===== src/design/nsd_pkg.sv =====
package nsd_pkg;

	// request kinds
	typedef enum logic [1:0] {
		REQ_TIME  = 2'd0,
		REQ_FOUR  = 2'd1,
		REQ_SIX   = 2'd2,
		REQ_CLEAR = 2'd3
	} req_t;

	localparam logic [3:0] BLANK_SYMBOL   = 4'd10;
	localparam logic [6:0] BLANK_SEGMENTS = 7'h7F;
	localparam logic [2:0] COUNT_MIN      = 3'd4;
	localparam logic [2:0] COUNT_MAX      = 3'd6;
	localparam int         NUM_DIGITS     = 6;

	// one display request as it enters the pipeline
	typedef struct packed {
		req_t        req;
		logic [31:0] number_value;
		logic [7:0]  high_pair;
		logic [7:0]  low_pair;
	} request_t;

	// reduced value, below one million
	typedef struct packed {
		req_t        req;
		logic [19:0] value;
	} reduced_t;

	// six decimal digits, index 0 is the most significant
	typedef struct packed {
		req_t                            req;
		logic [NUM_DIGITS-1:0][3:0]      dig;
	} digits_t;

	// finished display frame, index 0 is the leftmost position
	typedef struct packed {
		logic [NUM_DIGITS-1:0][3:0]      sym;
		logic [NUM_DIGITS-1:0]           sep;
	} frame_t;

	// active-low segments g..a for a symbol, blank for anything else
	function automatic logic [6:0] seg_of(input logic [3:0] sym);
		logic [6:0] seg;
		case (sym)
			4'd0:    seg = 7'h40;
			4'd1:    seg = 7'h79;
			4'd2:    seg = 7'h24;
			4'd3:    seg = 7'h30;
			4'd4:    seg = 7'h19;
			4'd5:    seg = 7'h12;
			4'd6:    seg = 7'h02;
			4'd7:    seg = 7'h78;
			4'd8:    seg = 7'h00;
			4'd9:    seg = 7'h10;
			default: seg = BLANK_SEGMENTS;
		endcase
		return seg;
	endfunction

endpackage


===== src/design/nsd_reduce.sv =====
module nsd_reduce (
	input  logic              clk,
	input  logic              arst_n,
	input  logic              in_valid,
	output logic              in_ready,
	input  nsd_pkg::request_t in_data,
	output logic              out_valid,
	input  logic              out_ready,
	output nsd_pkg::reduced_t out_data
);

	// reciprocals: q = (x * M) >> K is exact for every 32-bit x
	localparam logic [31:0] RECIP_FOUR = 32'd3518437209;   // 2^45 / 10000, rounded up
	localparam logic [31:0] RECIP_SIX  = 32'd1125899907;   // 2^50 / 1000000, rounded up
	localparam logic [20:0] DIV_FOUR   = 21'd10000;
	localparam logic [20:0] DIV_SIX    = 21'd1000000;

	function automatic logic [5:0] mod60(input logic [7:0] x);
		logic [7:0] r;
		if (x >= 8'd240)
			r = x - 8'd240;
		else if (x >= 8'd180)
			r = x - 8'd180;
		else if (x >= 8'd120)
			r = x - 8'd120;
		else if (x >= 8'd60)
			r = x - 8'd60;
		else
			r = x;
		return r[5:0];
	endfunction

	logic               vld_s1, vld_s2, vld_s3;
	logic               en1, en2, en3;
	nsd_pkg::req_t      req_s1, req_s2, req_s3;
	logic [31:0]        num_s1;
	logic [20:0]        num_s2;
	logic [18:0]        quo_s1;
	logic [20:0]        qd_s2;
	logic [13:0]        tv_s1, tv_s2;
	logic [19:0]        value_s3;

	logic [63:0]        prod1;
	logic [31:0]        recip;
	logic [13:0]        tv;
	logic [38:0]        prod2;
	logic [20:0]        div2, div3;
	logic [20:0]        rem3;

	// advance a stage when it is empty or its word moves on
	assign en3 = !vld_s3 || out_ready;
	assign en2 = !vld_s2 || en3;
	assign en1 = !vld_s1 || en2;
	assign in_ready = en1;

	always_ff @(posedge clk or negedge arst_n) begin
		if (!arst_n) begin
			vld_s1 <= 1'b0;
			vld_s2 <= 1'b0;
			vld_s3 <= 1'b0;
		end else begin
			if (en1)
				vld_s1 <= in_valid;
			if (en2)
				vld_s2 <= vld_s1;
			if (en3)
				vld_s3 <= vld_s2;
		end
	end

	// stage 1: reciprocal multiply, time pairs folded into MMSS
	assign recip = (in_data.req == nsd_pkg::REQ_SIX) ? RECIP_SIX : RECIP_FOUR;
	assign prod1 = 64'(in_data.number_value) * 64'(recip);
	assign tv    = 14'(mod60(in_data.high_pair)) * 14'd100 + 14'(mod60(in_data.low_pair));

	always_ff @(posedge clk) begin
		if (en1) begin
			req_s1 <= in_data.req;
			num_s1 <= in_data.number_value;
			tv_s1  <= tv;
			quo_s1 <= (in_data.req == nsd_pkg::REQ_SIX) ? 19'(prod1[63:50]) : prod1[63:45];
		end
	end

	// stage 2: multiply the quotient back; the remainder fits in 21 bits
	assign div2  = (req_s1 == nsd_pkg::REQ_SIX) ? DIV_SIX : DIV_FOUR;
	assign prod2 = 39'(quo_s1) * 39'(div2);

	always_ff @(posedge clk) begin
		if (en2) begin
			req_s2 <= req_s1;
			num_s2 <= num_s1[20:0];
			qd_s2  <= prod2[20:0];
			tv_s2  <= tv_s1;
		end
	end

	// stage 3: subtract and correct once
	assign div3 = (req_s2 == nsd_pkg::REQ_SIX) ? DIV_SIX : DIV_FOUR;
	assign rem3 = num_s2 - qd_s2;

	always_ff @(posedge clk) begin
		if (en3) begin
			req_s3 <= req_s2;
			if (req_s2 == nsd_pkg::REQ_TIME)
				value_s3 <= 20'(tv_s2);
			else if (rem3 >= div3)
				value_s3 <= 20'(rem3 - div3);
			else
				value_s3 <= rem3[19:0];
		end
	end

	assign out_valid      = vld_s3;
	assign out_data.req   = req_s3;
	assign out_data.value = value_s3;

endmodule


===== src/design/nsd_split.sv =====
module nsd_split (
	input  logic              clk,
	input  logic              arst_n,
	input  logic              in_valid,
	output logic              in_ready,
	input  nsd_pkg::reduced_t in_data,
	output logic              out_valid,
	input  logic              out_ready,
	output nsd_pkg::digits_t  out_data
);

	// 2^30 / 1000, rounded up: exact for every 20-bit value
	localparam logic [20:0] RECIP_THOUSAND = 21'd1073742;

	// three decimal digits of a value below 1000, hundreds first
	function automatic logic [11:0] bcd3(input logic [9:0] x);
		logic [15:0] ph;
		logic [3:0]  h;
		logic [9:0]  hm;
		logic [6:0]  r;
		logic [13:0] pt;
		logic [3:0]  t;
		logic [6:0]  tm;
		logic [3:0]  u;
		ph = 16'(x) * 16'd41;
		h  = ph[15:12];
		hm = 10'(h) * 10'd100;
		r  = 7'(x - hm);
		pt = 14'(r) * 14'd103;
		t  = pt[13:10];
		tm = 7'(t) * 7'd10;
		u  = 4'(r - tm);
		return {h, t, u};
	endfunction

	logic                 vld_s4, vld_s5, vld_s6;
	logic                 en4, en5, en6;
	nsd_pkg::req_t        req_s4, req_s5, req_s6;
	logic [19:0]          v_s4;
	logic [9:0]           a_s4, a_s5, b_s5;
	logic [5:0][3:0]      dig_s6;

	logic [40:0]          prod4;
	logic [19:0]          am5;
	logic [11:0]          hi6, lo6;

	// advance a stage when it is empty or its word moves on
	assign en6 = !vld_s6 || out_ready;
	assign en5 = !vld_s5 || en6;
	assign en4 = !vld_s4 || en5;
	assign in_ready = en4;

	always_ff @(posedge clk or negedge arst_n) begin
		if (!arst_n) begin
			vld_s4 <= 1'b0;
			vld_s5 <= 1'b0;
			vld_s6 <= 1'b0;
		end else begin
			if (en4)
				vld_s4 <= in_valid;
			if (en5)
				vld_s5 <= vld_s4;
			if (en6)
				vld_s6 <= vld_s5;
		end
	end

	// stage 4: upper three digits as value / 1000
	assign prod4 = 41'(in_data.value) * 41'(RECIP_THOUSAND);

	always_ff @(posedge clk) begin
		if (en4) begin
			req_s4 <= in_data.req;
			v_s4   <= in_data.value;
			a_s4   <= prod4[39:30];
		end
	end

	// stage 5: lower three digits as the remainder
	assign am5 = 20'(a_s4) * 20'd1000;

	always_ff @(posedge clk) begin
		if (en5) begin
			req_s5 <= req_s4;
			a_s5   <= a_s4;
			b_s5   <= v_s4[9:0] - am5[9:0];
		end
	end

	// stage 6: each half into decimal digits
	assign hi6 = bcd3(a_s5);
	assign lo6 = bcd3(b_s5);

	always_ff @(posedge clk) begin
		if (en6) begin
			req_s6    <= req_s5;
			dig_s6[0] <= hi6[11:8];
			dig_s6[1] <= hi6[7:4];
			dig_s6[2] <= hi6[3:0];
			dig_s6[3] <= lo6[11:8];
			dig_s6[4] <= lo6[7:4];
			dig_s6[5] <= lo6[3:0];
		end
	end

	assign out_valid    = vld_s6;
	assign out_data.req = req_s6;
	assign out_data.dig = dig_s6;

endmodule


===== src/design/nsd_format.sv =====
module nsd_format (
	input  logic             clk,
	input  logic             arst_n,
	input  logic             in_valid,
	output logic             in_ready,
	input  nsd_pkg::digits_t in_data,
	output logic             out_valid,
	input  logic             out_ready,
	output nsd_pkg::frame_t  out_data
);

	logic             vld_s7;
	logic             en7;
	nsd_pkg::frame_t  frame_s7;
	nsd_pkg::frame_t  frame;
	logic [2:0]       span;
	logic             lead;

	assign en7      = !vld_s7 || out_ready;
	assign in_ready = en7;

	// place digits by mode, then blank leading zeros
	always_comb begin
		frame.sym = {nsd_pkg::NUM_DIGITS{nsd_pkg::BLANK_SYMBOL}};
		frame.sep = '0;
		span      = 3'd0;
		case (in_data.req)
			nsd_pkg::REQ_TIME: begin
				for (int i = 0; i < 4; i++)
					frame.sym[i] = in_data.dig[i+2];
				frame.sep[1] = 1'b1;
				span         = 3'd4;
			end
			nsd_pkg::REQ_FOUR: begin
				for (int i = 0; i < 4; i++)
					frame.sym[i] = in_data.dig[i+2];
				span = 3'd4;
			end
			nsd_pkg::REQ_SIX: begin
				frame.sym = in_data.dig;
				span      = 3'd6;
			end
			default: begin
				span = 3'd0;
			end
		endcase
		lead = 1'b1;
		for (int i = 0; i < nsd_pkg::NUM_DIGITS - 1; i++) begin
			if (lead && ((3'(i) + 3'd1) < span)) begin
				if (frame.sep[i] || (frame.sym[i] != 4'd0))
					lead = 1'b0;
				else
					frame.sym[i] = nsd_pkg::BLANK_SYMBOL;
			end
		end
	end

	always_ff @(posedge clk or negedge arst_n) begin
		if (!arst_n)
			vld_s7 <= 1'b0;
		else if (en7)
			vld_s7 <= in_valid;
	end

	always_ff @(posedge clk) begin
		if (en7)
			frame_s7 <= frame;
	end

	assign out_valid = vld_s7;
	assign out_data  = frame_s7;

endmodule


===== src/design/nsd_serial.sv =====
module nsd_serial (
	input  logic            clk,
	input  logic            arst_n,
	input  logic [2:0]      count,
	input  logic            in_valid,
	output logic            in_ready,
	input  nsd_pkg::frame_t in_data,
	output logic            out_valid,
	input  logic            out_stall,
	output logic [2:0]      digit_index,
	output logic [7:0]      segment_code,
	output logic [3:0]      symbol_code,
	output logic            separator_on,
	output logic            last_digit
);

	nsd_pkg::frame_t  frame_q;
	logic             frame_vld_q;
	logic [2:0]       idx_q;
	logic             out_fire;
	logic             last;
	logic [3:0]       sym;
	logic             sep;

	assign out_fire = frame_vld_q && !out_stall;
	assign last     = (idx_q == (count - 3'd1));
	// take the next frame once the last word of this one goes out
	assign in_ready = !frame_vld_q || (out_fire && last);

	always_ff @(posedge clk or negedge arst_n) begin
		if (!arst_n) begin
			frame_vld_q <= 1'b0;
			idx_q       <= 3'd0;
		end else if (in_ready) begin
			frame_vld_q <= in_valid;
			idx_q       <= 3'd0;
		end else if (out_fire) begin
			idx_q <= idx_q + 3'd1;
		end
	end

	always_ff @(posedge clk) begin
		if (in_ready && in_valid)
			frame_q <= in_data;
	end

	// pick the current position and encode it
	assign sym = frame_q.sym[idx_q];
	assign sep = frame_q.sep[idx_q];

	assign out_valid    = frame_vld_q;
	assign digit_index  = idx_q;
	assign symbol_code  = sym;
	assign separator_on = sep;
	assign segment_code = {sep, nsd_pkg::seg_of(sym)};
	assign last_digit   = last;

endmodule


===== src/design/number_to_seven_segment_digits.sv =====
// Number to seven-segment digits.
// Input channel (in_valid / in_stall): one display request per word: a time pair
// shown as MM:SS, a value modulo 10000 or 1000000, or a clear. Output channel
// (out_valid / out_stall): one word per display position, left to right, with
// the active-low segment code, the symbol, the separator flag and a flag on the
// last position. cfg_wr_en / cfg_wr_data set the number of positions (4..6,
// out-of-range values held at the nearest end); write it only while idle.
// The first digit of a request is offered once it has passed the seven pipeline
// stages and the frame register of the serializer. The serializer sends one digit
// per cycle while out_stall is low and takes the next frame as the last digit of
// the current one goes out; the pipeline ahead of it takes a request each cycle
// while it has room, so requests queue up behind a frame that is being sent.
// Reset empties the pipeline and sets the digit count to 4.
// A stall on the output holds the current digit; the pipeline fills behind it
// and then raises in_stall. Nothing is lost or repeated.
module number_to_seven_segment_digits (
	input  logic        clk,
	input  logic        arst_n,
	input  logic        cfg_wr_en,
	input  logic [2:0]  cfg_wr_data,
	input  logic        in_valid,
	output logic        in_stall,
	input  logic [1:0]  req_type,
	input  logic [31:0] number_value,
	input  logic [7:0]  high_pair,
	input  logic [7:0]  low_pair,
	output logic        out_valid,
	input  logic        out_stall,
	output logic [2:0]  digit_index,
	output logic [7:0]  segment_code,
	output logic [3:0]  symbol_code,
	output logic        separator_on,
	output logic        last_digit
);

	logic [2:0]         count_q;
	nsd_pkg::request_t  req_word;
	logic               in_ready;
	logic               red_valid, red_ready;
	nsd_pkg::reduced_t  red_data;
	logic               dig_valid, dig_ready;
	nsd_pkg::digits_t   dig_data;
	logic               frm_valid, frm_ready;
	nsd_pkg::frame_t    frm_data;

	// hold the digit count, clamped on write
	always_ff @(posedge clk or negedge arst_n) begin
		if (!arst_n)
			count_q <= nsd_pkg::COUNT_MIN;
		else if (cfg_wr_en) begin
			if (cfg_wr_data < nsd_pkg::COUNT_MIN)
				count_q <= nsd_pkg::COUNT_MIN;
			else if (cfg_wr_data > nsd_pkg::COUNT_MAX)
				count_q <= nsd_pkg::COUNT_MAX;
			else
				count_q <= cfg_wr_data;
		end
	end

	assign req_word.req          = nsd_pkg::req_t'(req_type);
	assign req_word.number_value = number_value;
	assign req_word.high_pair    = high_pair;
	assign req_word.low_pair     = low_pair;
	assign in_stall              = !in_ready;

	nsd_reduce u_reduce (
		.clk       (clk),
		.arst_n    (arst_n),
		.in_valid  (in_valid),
		.in_ready  (in_ready),
		.in_data   (req_word),
		.out_valid (red_valid),
		.out_ready (red_ready),
		.out_data  (red_data)
	);

	nsd_split u_split (
		.clk       (clk),
		.arst_n    (arst_n),
		.in_valid  (red_valid),
		.in_ready  (red_ready),
		.in_data   (red_data),
		.out_valid (dig_valid),
		.out_ready (dig_ready),
		.out_data  (dig_data)
	);

	nsd_format u_format (
		.clk       (clk),
		.arst_n    (arst_n),
		.in_valid  (dig_valid),
		.in_ready  (dig_ready),
		.in_data   (dig_data),
		.out_valid (frm_valid),
		.out_ready (frm_ready),
		.out_data  (frm_data)
	);

	nsd_serial u_serial (
		.clk          (clk),
		.arst_n       (arst_n),
		.count        (count_q),
		.in_valid     (frm_valid),
		.in_ready     (frm_ready),
		.in_data      (frm_data),
		.out_valid    (out_valid),
		.out_stall    (out_stall),
		.digit_index  (digit_index),
		.segment_code (segment_code),
		.symbol_code  (symbol_code),
		.separator_on (separator_on),
		.last_digit   (last_digit)
	);

endmodule

===== config.mk =====
export PLATFORM = sky130hd
export DESIGN_NAME = number_to_seven_segment_digits
export DESIGN_NICKNAME = d
export VERILOG_FILES = /design/src/design/nsd_pkg.sv /design/src/design/nsd_reduce.sv /design/src/design/nsd_split.sv /design/src/design/nsd_format.sv /design/src/design/nsd_serial.sv /design/src/design/number_to_seven_segment_digits.sv
export SDC_FILE = /design/constraint.sdc
export NUM_CORES = 2
export LEC_CHECK = 0
export ABC_CLOCK_PERIOD_IN_PS = 8700
export BUFFER_PORTS_ARGS = -buffer_cell sky130_fd_sc_hd__clkbuf_2
export CORE_MARGIN = 2
export CORE_UTILIZATION = 60
export CTS_CLUSTER_DIAMETER = 200
export DETAILED_ROUTE_END_ITERATION = 10
export PLACE_DENSITY_LB_ADDON = 0.1
export SKIP_LAST_GASP = 1
export SLEW_MARGIN = 0
export SYNTH_ARGS = -nofsm -noshare
export SYNTH_HDL_FRONTEND = slang
export SYNTH_SLANG_ARGS = --single-unit

===== constraint.sdc =====
create_clock -name clk -period 8.7 [get_ports clk]
set_input_delay 0.87 -clock clk [delete_from_list [all_inputs] [get_ports clk]]
set_output_delay 0.87 -clock clk [all_outputs]
set_load 0.1 [all_outputs]

==> results.py <==
metrics = {
    "outcome": {
        "status": "finished clean",
    },
    "placed_design": {
        "dp_hpwl_mm": 101,
        "gp_congestion": 0.988,
        "portBuffers": 76,
    },
    "final_layout": {
        "num-fill-cells": 6456,
        "layout.nets": 6564,
        "regArea_um2": 7860,
        "syn_to_final_growth_pct": 8.38,
        "multi_input_area_um2": 34300,
        "diodes": 0,
        "final_layout_size_suffix_gt1_frac": 0.0710,
    },
    "route": {
        "via_per_inst": 5.27,
        "vias": 31100,
        "antenna_left": 0,
        "drt-initial-drc-count": 1544,
        "wirelength_mm": 113,
        "drt_first_pass_iters": 7,
        "avgRoutedWirePerCell_um": 19.1,
        "drc": 0,
    },
    "cts": {
        "clkLatencyLatePin_ns": 0.55,
        "cts_sinks": 264,
        "cts_buffer_depth": 3,
        "htree_levels": 1,
        "numCtsBuffers": 26,
        "cts_tree": "built",
        "path_clk_slew_ns": 0.07,
        "hold_buffers": 0,
        "cts-root-buf": "clkbuf_16",
    },
    "global_routing": {
        "grt_overflow": 0,
        "antenna_found_initial": 1,
        "grt_first_pass_wirelength_mm": 180,
        "grt_pass1_vias": 33600,
        "grt_max_degree": 56,
        "grt_usage": 0.289,
    },
    "die": {
        "dieArea_um2": 81400,
        "die_w_um": 285,
        "core_um2": 78700,
        "die_y_um": 285,
        "start_util": 0.603,
        "placementRows": 103,
        "io_pins": 77,
    },
    "worst_setup_path": {
        "critPathArrivalTime_ns": 8.58,
        "cp-start-kind": "register",
        "reg2reg_depth": 36,
        "cp_max_fo": 3,
        "critical_path_class": "register to register",
        "crit_required_ns": 9.00,
        "end_kind": "register",
        "path_common_cell": "ha_1",
        "worst_path_max_delay_cell": "fa_1",
        "cpPeakStageDelay_ns": 0.54,
    },
    "logic_synthesis": {
        "synth_edf_count": 250,
        "synth.distinct_cells": 76,
        "ys_seq_area_frac": 0.165,
        "yosysTopAreaCellShare": 0.339,
        "synthFlopType": "edfxtp_1",
        "synthCells": 4562,
        "synth_area_leader_cell": "fa_1",
        "ys_top_cells_by_area": "fa_1 34%, ha_1 23%, edfxtp_1 16%, inv_1 11%, xnor2_1 2.1%",
        "netlist_top_cells_count": "1407 x inv_1, 875 x ha_1, 805 x fa_1, 250 x edfxtp_1, 229 x nand2_1",
        "ys_ff_latch": 264,
        "yosysWarnings": 0,
        "ys_async_sr_fraction": 0.0530,
        "avgSynthCellArea_um2": 10.4,
        "synth_area_um2": 47500,
        "synth_most_common_cell": "inv_1",
    },
    "min_path": {
        "hold_class": "input pin to async pin",
    },
    "sta": {
        "fin_crit_ns": 8.28,
        "finClkSkew_ns": 0.0159,
        "worst_pin_slew_ns": 1.12,
        "relSlewSlack": 0.250,
        "slew_violations": 0,
        "post-route-period-util": 0.952,
        "hold_viol": 0,
        "fmax_mhz": 121,
        "whs_ns": 0.235,
        "rsz0062_at_grt": "true",
        "setup_viol": 0,
    },
    "run": {
        "drv_cap": 0,
    },
}
==> worst max-delay path: cells and delay by family, from the launching register on <==
family          cells  cell delay [ns]
fa+ha+maj          13             4.55
compound gates      6             1.20
xor+xnor            6             0.85
simple gates        5             0.62
buf+inv             6             0.43
flops               1             0.39
==> metal layers <==
layer	share of wire	global-route usage
met2	0.49	0.496
met5	0.000062	0
met3	0.066	0.0551
met1	0.41	0.368
met4	0.038	0.0944
==> cell families after synthesis <==
| kind of cell | after synthesis | synth area share |
|---|---|---|
| XOR/XNOR | 158 | 0.0291 |
| flip-flops | 264 | 0.165 |
| multiplexers | 22 | 0.00579 |
| other | 2 | 0.000158 |
| buffers and inverters | 1472 | 0.116 |
| AO/OA/AOI/OAI | 424 | 0.0591 |
| AND/OR/NAND/NOR | 538 | 0.0539 |
| adder cells (fa/ha/maj) | 1682 | 0.570 |
==> sequential cells by signal (all words and copies together) (netlist names), 14 cells and up <==
register,cells
u_format.out_data,25
u_serial.frame_q,25
u_split.out_data,24
u_reduce.num_s1,21
u_reduce.num_s2,21
u_reduce.value_s3,20
u_reduce.qd_s2,17
u_reduce.quo_s1,17
u_reduce.tv_s1,14
u_reduce.tv_s2,14
==> stage by stage <==
stage / instance area [um2] / utilization / setup WS [ns] / TNS (ns) / instances
floorplan: 47700 / - / 0.369 / 0 / 4606
global placement: 50500 / 0.641 / -0.106 / -0.214 / 5846
detailed placement: 50500 / 0.641 / -0.175 / -0.767 / 5846
CTS: 51400 / 0.653 / 0.182 / 0 / 5893
global route: 51500 / 0.654 / -0.0608 / -0.0608 / 5895
finish: 51500 / 0.654 / 0.416 / 0 / 5895
==> repair_timing <==
action                                  CTS  global route
gates resized for setup                   0             8
endpoints found under the setup margin    0             4
setup buffers                             0             2
==> area by class of cell <==
class	count	share of cell area
clock buffer	29	0.0133
clock inverter	18	0.00462
inverter	1408	0.103
multi-input combinational	2870	0.667
sequential	264	0.153
tap	1050	0.0255
timing repair buffer	256	0.0344
==> placed cells by master (no fill, tap or decap), types with 5 or more instances in the layout <==
cell and n:
a31oi_1 10, xor2_1 45, nand2b_1 22, bufinv_16 5
o21bai_1 20, o211ai_1 16, o21ai_0 61, nor3_1 42
o2111ai_1 9, buf_4 177, xnor2_1 109, a211oi_1 20
nor2_1 83, a21oi_1 121, a31o_2 7, and3_1 11
nand2_1 229, dfrtp_1 13, clkbuf_16 27, edfxtp_1 250
conb_1 46, a22o_1 5, o22ai_1 13, clkbuf_2 76
nand3_1 35, a21o_1 58, mux2i_1 14, nor2b_1 14
a2111oi_0 5, o21a_1 13, and2_1 20, fa_1 805
nor4_1 6, or2_2 11, and4_1 5, inv_1 1407
or3_1 8, a211o_1 9, ha_1 875, nand4_1 23
==> path summary, 6_finish.rpt <==
kind	slack [ns]	from	to
setup / recovery	0.42	u_split.b_s5[1]	u_split.out_data[23]
hold / removal	0.24	arst_n	count_q[0]
setup reg to reg	0.42	u_split.b_s5[1]	u_split.out_data[23]
hold reg to reg	0.42	u_split.req_s4[1]	u_split.req_s5[1]
max in group asynchronous	8.15	arst_n	count_q[2]
min in group clk	0.42	u_split.req_s4[1]	u_split.req_s5[1]
Power is left out: the tool's default activity adds up to more than one toggle a clock period on the data nets, which glitch-free logic cannot reach.
